<file path="config.mk">
export PLATFORM = sky130hd
export DESIGN_NAME = battery_monitor_moving_average
export DESIGN_NICKNAME = d
export VERILOG_FILES = /design/src/rtl/bmma_pkg.sv /design/src/rtl/bmma_ram.sv /design/src/rtl/battery_monitor_moving_average.sv
export SDC_FILE = /design/constraint.sdc
export NUM_CORES = 1
export LEC_CHECK = 0
export ABC_AREA = 1
export BUFFER_PORTS_ARGS = -buffer_cell sky130_fd_sc_hd__buf_2
export CAP_MARGIN = 20
export CELL_PAD_IN_SITES_DETAIL_PLACEMENT = 1
export CELL_PAD_IN_SITES_GLOBAL_PLACEMENT = 2
export CORE_MARGIN = 2
export CORE_UTILIZATION = 40
export CTS_BUF_LIST = sky130_fd_sc_hd__clkbuf_4
export CTS_CLUSTER_DIAMETER = 100
export DETAILED_ROUTE_END_ITERATION = 10
export PLACE_DENSITY = 0.81
export SYNTH_ARGS = -nofsm -noshare
export SYNTH_HDL_FRONTEND = slang
export SYNTH_SLANG_ARGS = --single-unit
export TNS_END_PERCENT = 30
</file>
<file path="constraint.sdc">
create_clock -name clk -period 3.3 [get_ports clk]
set_input_delay 0.33 -clock clk [delete_from_list [all_inputs] [get_ports clk]]
set_output_delay 0.33 -clock clk [all_outputs]
set_load 0.01 [all_outputs]
</file>
<file path="src/rtl/bmma_pkg.sv">
// shared types, constants and register codes for the battery moving-average monitor
`default_nettype none

package bmma_pkg;

  // window length and derived widths
  localparam int WINDOW_LEN = 8;
  localparam int PTR_W      = (WINDOW_LEN > 1) ? $clog2(WINDOW_LEN) : 1;
  localparam int MV_W       = 16;
  localparam int SUM_W      = 22;

  // floor reciprocal of the window length, scaled by 2^RECIP_SHIFT
  localparam int RECIP_SHIFT = SUM_W;
  localparam logic [SUM_W-1:0] RECIP = SUM_W'((64'd1 << RECIP_SHIFT) / WINDOW_LEN);

  // configuration port
  localparam int CFG_IDX_W  = 1;
  localparam int CFG_DATA_W = 16;

  typedef enum logic [CFG_IDX_W-1:0] {
    CFG_LOW_THR = 1'b0,
    CFG_OK_THR  = 1'b1
  } cfg_reg_t;

  localparam logic [MV_W-1:0] LOW_THR_RST = 16'd3300;
  localparam logic [MV_W-1:0] OK_THR_RST  = 16'd3700;

  // input item
  typedef struct packed {
    logic [MV_W-1:0] sample_mv;
    logic            charger_present;
  } in_item_t;

  // result item
  typedef struct packed {
    logic [MV_W-1:0] average_mv;
    logic            charging_now;
    logic            chg_rise;
    logic            chg_fall;
    logic            volt_low;
    logic            volt_ok;
  } out_item_t;

endpackage

`default_nettype wire

</file>
<file path="src/rtl/bmma_ram.sv">
// generic single-write, single-read synchronous ram with registered read
`default_nettype none

module bmma_ram #(
  parameter  int WIDTH  = 16,
  parameter  int DEPTH  = 8,
  localparam int ADDR_W = (DEPTH > 1) ? $clog2(DEPTH) : 1
) (
  input  wire logic                    clk,
  input  wire logic                    wr_en,
  input  wire logic [ADDR_W-1:0]       wr_addr,
  input  wire logic [WIDTH-1:0]        wr_data,
  input  wire logic                    rd_en,
  input  wire logic [ADDR_W-1:0]       rd_addr,
  output logic      [WIDTH-1:0]        rd_data
);

  logic [WIDTH-1:0] mem_r [DEPTH];

  // write port
  always_ff @(posedge clk) begin
    if (wr_en) begin
      mem_r[wr_addr] <= wr_data;
    end
  end

  // registered read port, data holds while not enabled
  always_ff @(posedge clk) begin
    if (rd_en) begin
      rd_data <= mem_r[rd_addr];
    end
  end

endmodule

`default_nettype wire

</file>
<file path="src/rtl/battery_monitor_moving_average.sv">
// top level: boxcar moving average of battery samples with charger and threshold flags
//
//  channel  | ports                                  | direction
//  ---------+----------------------------------------+----------
//  input    | in_valid, in_stall, in_item            | in
//  result   | out_valid, out_stall, out_item         | out
//  config   | cfg_wr_en, cfg_index, cfg_wdata        | in
//
// one item per cycle sustained while out_stall does not freeze the pipe; each taken
// item passes through ring read, running-sum update and ring write-back, reciprocal
// multiply, then correction and threshold compare into the output register.
// the ring lives in a ram with registered read.
// rst_n is synchronous; it clears control state, the ring reads as zero until filled,
// and in_stall stays high while it is asserted.
// out_stall with a result waiting freezes the whole pipe and raises in_stall.
`default_nettype none

module battery_monitor_moving_average
  import bmma_pkg::*;
(
  input  wire logic                  clk,
  input  wire logic                  rst_n,
  input  wire logic                  in_valid,
  output logic                       in_stall,
  input  wire in_item_t              in_item,
  output logic                       out_valid,
  input  wire logic                  out_stall,
  output out_item_t                  out_item,
  input  wire logic                  cfg_wr_en,
  input  wire logic [CFG_IDX_W-1:0]  cfg_index,
  input  wire logic [CFG_DATA_W-1:0] cfg_wdata
);

  // pipeline enable and handshake
  logic en;
  logic acc;

  assign en       = !(out_valid && out_stall);
  assign in_stall = !en || !rst_n;
  assign acc      = in_valid && !in_stall;

  // configuration registers
  logic [MV_W-1:0] low_thr_r;
  logic [MV_W-1:0] ok_thr_r;

  always_ff @(posedge clk) begin
    if (!rst_n) begin
      low_thr_r <= LOW_THR_RST;
      ok_thr_r  <= OK_THR_RST;
    end else if (cfg_wr_en) begin
      case (cfg_reg_t'(cfg_index))
        CFG_LOW_THR: low_thr_r <= cfg_wdata[MV_W-1:0];
        CFG_OK_THR:  ok_thr_r  <= cfg_wdata[MV_W-1:0];
        default: ;
      endcase
    end
  end

  // stage 0: ring read, write pointer and charger edge detection
  logic [PTR_W-1:0] pos_r, pos_nxt;
  logic             chg_r;
  logic             s1_v_r;
  logic [MV_W-1:0]  s1_sample_r;
  logic [PTR_W-1:0] s1_pos_r;
  logic             s1_now_r, s1_conn_r, s1_disc_r;

  assign pos_nxt = (pos_r == PTR_W'(WINDOW_LEN - 1)) ? '0 : pos_r + 1'b1;

  always_ff @(posedge clk) begin
    if (!rst_n) begin
      pos_r  <= '0;
      chg_r  <= 1'b0;
      s1_v_r <= 1'b0;
    end else if (en) begin
      s1_v_r <= acc;
      if (acc) begin
        pos_r <= pos_nxt;
        chg_r <= in_item.charger_present;
      end
    end
  end

  always_ff @(posedge clk) begin
    if (acc) begin
      s1_sample_r <= in_item.sample_mv;
      s1_pos_r    <= pos_r;
      s1_now_r    <= in_item.charger_present;
      s1_conn_r   <= in_item.charger_present && !chg_r;
      s1_disc_r   <= !in_item.charger_present && chg_r;
    end
  end

  // ring storage
  logic            ram_we;
  logic [MV_W-1:0] ram_rd;

  assign ram_we = en && s1_v_r;

  bmma_ram #(
    .WIDTH (MV_W),
    .DEPTH (WINDOW_LEN)
  ) u_ring (
    .clk     (clk),
    .wr_en   (ram_we),
    .wr_addr (s1_pos_r),
    .wr_data (s1_sample_r),
    .rd_en   (acc),
    .rd_addr (pos_r),
    .rd_data (ram_rd)
  );

  // stage 1: running sum update, ring write-back, fill tracking
  logic [SUM_W-1:0] sum_r, sum_nxt;
  logic             filled_r;
  logic             use_mean;
  logic [MV_W-1:0]  old_mv;
  logic             s2_v_r;
  logic [SUM_W-1:0] s2_sum_r;
  logic             s2_mean_r;
  logic [MV_W-1:0]  s2_sample_r;
  logic             s2_now_r, s2_conn_r, s2_disc_r;

  // entries not yet written read as zero until the ring has filled once
  assign old_mv   = filled_r ? ram_rd : '0;
  assign sum_nxt  = sum_r - SUM_W'(old_mv) + SUM_W'(s1_sample_r);
  assign use_mean = filled_r || (s1_pos_r == PTR_W'(WINDOW_LEN - 1));

  always_ff @(posedge clk) begin
    if (!rst_n) begin
      sum_r    <= '0;
      filled_r <= 1'b0;
      s2_v_r   <= 1'b0;
    end else if (en) begin
      s2_v_r <= s1_v_r;
      if (s1_v_r) begin
        sum_r    <= sum_nxt;
        filled_r <= use_mean;
      end
    end
  end

  always_ff @(posedge clk) begin
    if (en && s1_v_r) begin
      s2_sum_r    <= sum_nxt;
      s2_mean_r   <= use_mean;
      s2_sample_r <= s1_sample_r;
      s2_now_r    <= s1_now_r;
      s2_conn_r   <= s1_conn_r;
      s2_disc_r   <= s1_disc_r;
    end
  end

  // stage 2: quotient estimate by reciprocal multiply, low by at most one
  logic [2*SUM_W-1:0] recip_prod;
  logic               s3_v_r;
  logic [MV_W-1:0]    s3_q0_r;
  logic [SUM_W-1:0]   s3_sum_r;
  logic               s3_mean_r;
  logic [MV_W-1:0]    s3_sample_r;
  logic               s3_now_r, s3_conn_r, s3_disc_r;

  assign recip_prod = (2*SUM_W)'(s2_sum_r) * (2*SUM_W)'(RECIP);

  always_ff @(posedge clk) begin
    if (!rst_n) begin
      s3_v_r <= 1'b0;
    end else if (en) begin
      s3_v_r <= s2_v_r;
    end
  end

  always_ff @(posedge clk) begin
    if (en && s2_v_r) begin
      s3_q0_r     <= recip_prod[RECIP_SHIFT +: MV_W];
      s3_sum_r    <= s2_sum_r;
      s3_mean_r   <= s2_mean_r;
      s3_sample_r <= s2_sample_r;
      s3_now_r    <= s2_now_r;
      s3_conn_r   <= s2_conn_r;
      s3_disc_r   <= s2_disc_r;
    end
  end

  // stage 3: quotient correction, average select and threshold compare
  logic [SUM_W:0]  q_times_n;
  logic [SUM_W:0]  rem;
  logic [MV_W-1:0] quot;
  logic [MV_W-1:0] avg;
  logic            is_low;
  out_item_t       out_item_nxt;
  logic            out_valid_r;

  assign q_times_n = (SUM_W+1)'(s3_q0_r) * (SUM_W+1)'(WINDOW_LEN);
  assign rem       = {1'b0, s3_sum_r} - q_times_n;
  assign quot      = (rem >= (SUM_W+1)'(WINDOW_LEN)) ? s3_q0_r + 1'b1 : s3_q0_r;
  assign avg       = s3_mean_r ? quot : s3_sample_r;
  assign is_low    = (avg <= low_thr_r);

  always_comb begin
    out_item_nxt.average_mv   = avg;
    out_item_nxt.charging_now = s3_now_r;
    out_item_nxt.chg_rise     = s3_conn_r;
    out_item_nxt.chg_fall     = s3_disc_r;
    out_item_nxt.volt_low     = is_low;
    out_item_nxt.volt_ok      = !is_low && (avg >= ok_thr_r);
  end

  // output register
  always_ff @(posedge clk) begin
    if (!rst_n) begin
      out_valid_r <= 1'b0;
    end else if (en) begin
      out_valid_r <= s3_v_r;
    end
  end

  always_ff @(posedge clk) begin
    if (en && s3_v_r) begin
      out_item <= out_item_nxt;
    end
  end

  assign out_valid = out_valid_r;

endmodule

`default_nettype wire

</file>
# After elaboration in Yosys (flattened, before gate mapping)

Memories as Yosys holds them, arrays and structs flattened. A register that Yosys moved wholly into a read port is not among the register bits.
Index checks and enable logic that the tools add are counted.

Add/subtract/negate cells: 5
$lt $le $gt $ge: 3
Equality and inequality tests: 2
Multiplexer cells: 6
Bitwise logic cells: 2
Reductions and logical operators: 20

Operators with widths:

| cell                                                                                  | number |
|---|---|
| 16-bit 2-to-1 mux                                                                     | 3 |
| 23-bit by 4-bit greater-or-equal comparator with 1-bit output (second input constant) | 1 |
| 22-bit by 19-bit subtractor with 23-bit output                                        | 1 |
| 22-bit by 16-bit adder with 22-bit output                                             | 1 |
| 22-bit by 16-bit subtractor with 22-bit output                                        | 1 |
| 16-bit by 1-bit adder with 16-bit output (second input constant)                      | 1 |
| 16-bit greater-or-equal comparator                                                    | 1 |
| 16-bit <= comparator                                                                  | 1 |
| 1-bit logical AND                                                                     | 8 |
| 2-bit AND reduction                                                                   | 4 |
| 3-bit equality test (second input constant)                                           | 2 |
| 1-bit logical NOT                                                                     | 6 |
| 3-bit by 1-bit adder with 3-bit output (second input constant)                        | 1 |
| 3-bit 2-to-1 mux                                                                      | 1 |
| 1-bit logical OR                                                                      | 2 |
| 1-bit 2-to-1 mux                                                                      | 2 |
| 1-bit NOT                                                                             | 2 |

Register bits: 206
Bits in writable memories: 128
Input bits: 39
Output and inout bits: 23
Word-level logic and storage cells: 73
Memories: 1

Memories:

| name         | depth | width | read ports | clocked after Yosys merged registers in | wr ports | line           | RTL |
|---|---|---|---|---|---|---|---|
| u_ring.mem_r | 8     | 16    | 1          | 1                                       | 1        | bmma_ram.sv:18 | `logic [WIDTH-1:0] mem_r [DEPTH];` |

# Logic depth before layout (Yosys ltp)

Depth after elaboration: 7
Mapped depth: 21
Depth with buffers taken out: 21

# Modules after synthesis

A second synthesis with hierarchy kept.

Cell total of the unflattened synthesis: 1524
Area total of the unflattened synthesis: 15160.8 sq um

By module, submodules not included:

| module                         | times used | cells an instance | area an instance (sq um) | sequential area each (sq um) |
|---|---|---|---|---|
| battery_monitor_moving_average | 1          | 937               | 9011.1                   | 4894.7 |
| bmma_ram                       | 1          | 587               | 6149.6                   | 4324.1 |

# Least setup slack after synthesis

No wires, ideal clock.

Path kind: reg-to-reg
From: register out_valid_r (netlist: out_valid)
To: memory u_ring.mem_r[6][0], enable pin
Setup time: 0.409 ns
Data arrival time: 2.603 ns
Data required time: 2.891 ns
Slack: 0.287 ns
Stages on the path, launching flop included: 7
Buffers on the path: 1
Period minus slack after synthesis: 3.013 ns
Cell sequence: dfxtp_1 nand2_1 inv_1 nor2_1 buf_2 nand2_1 nor3_1

Longest elaborated chain between the ends: 5

RTL lines:

| element                                | line                                  | RTL |
|---|---|---|
| from (decl)                            | battery_monitor_moving_average.sv:191 | `logic out_valid_r;` |
| from (signal assigned)                 | battery_monitor_moving_average.sv:213 | `out_valid_r <= s3_v_r;` |
| 1-bit logical AND                      | battery_monitor_moving_average.sv:38  | `assign en = !(out_valid && out_stall);` |
| 1-bit logical NOT                      | battery_monitor_moving_average.sv:38  |  |
| 1-bit logical AND                      | battery_monitor_moving_average.sv:97  | `assign ram_we = en && s1_v_r;` |
| net ram_we                             | battery_monitor_moving_average.sv:94  | `logic ram_we;` |
| 1-bit 2-to-1 mux                       | bmma_ram.sv:22                        | `if (wr_en) begin` |
| 1-bit 2-to-1 mux (implied by the code) | bmma_ram.sv:23                        | `mem_r[wr_addr] <= wr_data;` |
| to (decl)                              | bmma_ram.sv:18                        |  |

The timed path passes the listed nets, and every way through them passes these cells.

# Worst setup path in the final report

From: register s1_sample_r[2]
To: register sum_r[9]

Longest elaborated chain between the ends: 1

RTL lines:

| element                                   | line                                  | RTL |
|---|---|---|
| from (decl)                               | battery_monitor_moving_average.sv:63  | `logic [MV_W-1:0] s1_sample_r;` |
| from (signal assigned)                    | battery_monitor_moving_average.sv:85  | `s1_sample_r <= in_item.sample_mv;` |
| 22-bit by 16-bit adder with 22-bit output | battery_monitor_moving_average.sv:125 | `assign sum_nxt = sum_r - SUM_W'(old_mv) + SUM_W'(s1_sample_r);` |
| net sum_nxt[9]                            | battery_monitor_moving_average.sv:113 | `logic [SUM_W-1:0] sum_r, sum_nxt;` |
| to (signal assigned)                      | battery_monitor_moving_average.sv:136 | `sum_r <= sum_nxt;` |
| to (decl)                                 | battery_monitor_moving_average.sv:113 |  |

The timed path passes the listed nets, and every way through them passes these cells.
A chain may end at the register's enable or synchronous reset.

==> run summary <==
Met3 usage - 0.0408
Port Buf Inserts - 61
DRC viols - 11
Setup CP Type - register to register
Sequential share of power - 0.480
RSZ-0062 raised after global routing - false
Largest net degree at the start of global routing - 45
Global route overflow - 0
Outcome - finished with violations
Hold-critical path endpoint - low_thr_r[6]
Failing checks - DRC
Vias in the first global route - 10900
Mean area per synthesized cell - 11.0 um^2
DR vias - 10300
Post-DRT Antenna Nets - 0
Worst endpoint required time - 4.01 ns
Post-detail-place hpwl - 25800 um
Pre-antenna DRT Iters - 8
Syn Inst Count - 1323
Global-route wire length before repair - 59700 um
CTS tree - built
H-tree depth - 3
I/O pin cnt - 62
Row cnt - 69
CP arrival - 3.77 ns
Busiest grt layer - met2
Die ar. - 37800 um^2
Share of cells above drive strength 1 - 0.180
Met2 usage - 0.351
Pins Over Slew Limit - 0
Final setup violation count - 0
Total GRT Usage - 0.206
Reg clk slew, reported paths - 0.06 ns
Multi-input gate area - 4430 um^2
Yosys warns - 0
Peak supply drop - 0.000350 V
Layout area overhead - 18.7%
Startpoint types - register
FMAX - 0.327 GHz
Root buffer cell - clkbuf_4
R2r startpoint - s1_sample_r[2]
Die width - 194 um
DR WL/cell - 18.6 um
Worst Tran Pin Value - 1.01 ns
Net Sw Frac - 0.272
Hold_sp - cfg_wr_en
Critical R2R Capture - sum_r[9]
Max-cap violations - 0
Core box area - 35700 um^2
Min Tclk post-route - 3.06 ns
Period utilisation layout - 0.928
Worst hold path depth - 5
Hold Violations, Final - 0
Clock Sinks - 328
Int Power - 7.26 mW
Power Density - 580 nW/um^2
Register area - 9220 um^2
Met1 usage in global routing - 0.257
Power share of the clock group - 0.376
TritonCTS Buffers - 88
Routed wire length - 38100 um
Die Y-Extent - 194 um
Fin util - 0.483
Initial antenna violation count - 2
Combinational share of power - 0.144
Max transition margin - 0.325
Final #Nets - 1626
Synthesized Nets - 1433
Routability cong. - 0.890
Clock skew - 0.0823 ns
Net Switching - 2.71 mW
Synthesized flop and latch total - 328
Worst R2R Path Depth - 12
Setup_tns - 0 ns
Initial Utilization - 0.407
Highest net fanout along the worst path - 10
Clk buf depth - 3
Fillers - 3941
Hold WS - 0.138 ns
Crit end category - register
Vias per cell - 5.04
Sequential fraction of the synthesis area - 0.636
Drt first-iter violations - 454
Leak - 7.07 nW
R2R setup slack - 0.24 ns
Syn Std Cell Area - 14500 um^2
Netlist cell types - 45
Clock latency on the worst-skew pair - 0.81 ns
Path type of the worst min-delay path - input port to register
-- per-stage QoR --
stage	cells	total power [mW]	setup slack, ns	cell area [um^2]
CTS	2040	10.1	0.172	17200
floorplan	1323	5.78	0.287	14500
detailed placement	1842	6.28	0.193	15600
global route	2047	10.5	0.00984	17200
finish	2047	9.98	0.239	17200
global placement	1842	6.24	0.331	15600
-- power by group through the flow --
stage          clock network (mW)  registers (mW)  logic (mW)
2_1_floorplan                   0            4.84       0.935
3_3_place_gp                    0            4.88        1.36
3_5_place_dp                    0            4.88        1.40
4_1_cts                      3.87            4.80        1.44
5_1_grt                      4.09            4.81        1.63
6_report                     3.75            4.79        1.44
-- flip-flops by register name, indices dropped and copies added, names as in the netlist, 19 cells and up --
name          flops
out_item         21
u_ring.mem_r    128
s2_sum_r         19
sum_r            22
-- how the worst max path moves through the flow --
stage,from,end,slack [ns],cells past startpoint
6_report,s1_sample_r[2],sum_r[9],0.24,12
3_5_place_dp,s3_q0_r[1],out_item[0],0.19,16
3_3_place_gp,s1_sample_r[2],sum_r[9],0.33,12
4_1_cts,s3_q0_r[1],out_item[0],0.17,16
2_1_floorplan,out_valid,u_ring.mem_r[6][0],0.29,6
5_1_grt,s3_q0_r[3],out_item[0],0.01,19
-- what timing repair did --
item,4_1_cts,5_1_grt
setup buffers,0,1
resized for setup,0,4
hold endpoints to repair,55,0
setup endpoints to repair,0,2
hold buffers,43,0
-- synthesized netlist by cell type (all sizes together) --
| library cell | count | area share |
|---|---|---|
| o31ai | 2 | 0.0010 |
| or2 | 1 | 0.00043 |
| a21oi | 76 | 0.027 |
| nor3 | 7 | 0.0024 |
| ha | 55 | 0.047 |
| nor4 | 2 | 0.0013 |
| clkbuf | 38 | 0.0098 |
| o211ai | 14 | 0.0072 |
| o21ai | 130 | 0.046 |
| inv | 196 | 0.051 |
| nand3 | 33 | 0.012 |
| buf | 6 | 0.0024 |
| nand3b | 2 | 0.0010 |
| nand2 | 160 | 0.042 |
| o21a | 6 | 0.0031 |
| a31oi | 21 | 0.0091 |
| dfxtp | 63 | 0.087 |
| xor2 | 15 | 0.0096 |
| a211oi | 1 | 0.00052 |
| xnor2 | 4 | 0.0024 |
| edfxtp | 265 | 0.55 |
| nor2 | 171 | 0.046 |
| fa | 16 | 0.022 |
| nor3b | 1 | 0.00086 |
| nand4 | 12 | 0.0062 |
| o22ai | 19 | 0.0082 |
| a21boi | 4 | 0.0031 |
| o221a | 1 | 0.00078 |
| o21bai | 2 | 0.0010 |
-- worst max-delay path, cell delays in order, from the launching register on --
cell,delay (ns)
edfxtp_1,0.61
inv_1,0.12
fa_1,0.55
inv_1,0.04
ha_1,0.37
nand3_1,0.13
nand3_2,0.17
a21boi_4,0.28
inv_2,0.07
a21oi_2,0.13
xor2_1,0.34
o21ai_0,0.13
inv_1,0.06
-- cell type report --
| class | instances | area share |
|---|---|---|
| inverters | 196 | 0.0427 |
| well taps | 461 | 0.0335 |
| repair buffers | 147 | 0.0622 |
| flip-flops and latches | 328 | 0.536 |
| clock buffers | 134 | 0.0584 |
| clock inverters | 21 | 0.00945 |
| diodes | 5 | 0.000727 |
| multi-input cells | 755 | 0.257 |
-- layout by cell type, fill, tap and decap left out, types with 2 or more instances in the layout --
| cell type | netlist | routed |
|---|---|---|
| nor2_1 | 166 | 162 |
| nand3b_1 | 2 | 2 |
| dfxtp_1 | 63 | 62 |
| o22ai_1 | 19 | 19 |
| ha_1 | 55 | 55 |
| inv_1 | 194 | 193 |
| nor2_4 | 3 | 5 |
| fa_1 | 16 | 16 |
| edfxtp_1 | 265 | 265 |
| inv_2 | 2 | 5 |
| nor2_2 | 2 | 4 |
| xor2_1 | 14 | 14 |
| buf_2 | 4 | 61 |
| a21oi_2 | 4 | 4 |
| a21oi_1 | 72 | 72 |
| xnor2_1 | 4 | 4 |
| nor3_2 | 0 | 4 |
| nand2_2 | 3 | 3 |
| o21a_1 | 6 | 6 |
| a21boi_1 | 2 | 2 |
| o21ai_2 | 3 | 3 |
| clkinv_1 | 0 | 14 |
| nand3_2 | 2 | 2 |
| o21bai_1 | 2 | 2 |
| nand2_1 | 156 | 156 |
| clkbuf_4 | 0 | 134 |
| nand3_1 | 31 | 31 |
| nor3_1 | 7 | 3 |
| a31oi_1 | 21 | 21 |
| dlygate4sd3_1 | 0 | 43 |
| o21ai_0 | 118 | 118 |
| buf_4 | 0 | 42 |
| nand4_1 | 11 | 11 |
| o21ai_1 | 9 | 9 |
| diode_2 | 0 | 5 |
| o211ai_1 | 14 | 14 |
| bufinv_16 | 0 | 3 |
-- routing by layer --
layer / part of all wire / routed length, um
met5: 0 / 0
met4: 0.028 / 1080
met3: 0.040 / 1540
met2: 0.49 / 18600
met1: 0.44 / 16900
-- logic make-up (layout without fill, tap and decap cells) --
family | count (synthesis) | after routing | share of synthesized area
adders and majority gates | 71 | 71 | 0.0695
buffers and inverters | 240 | 498 | 0.0630
xor gates and xnor gates | 19 | 19 | 0.0120
DFF | 328 | 328 | 0.636
and+or+nand+nor | 389 | 389 | 0.113
other | 0 | 5 | 0
AOI/OAI and AO/OA | 276 | 276 | 0.107
No activity file was read; power rests on OpenSTA's default activity.
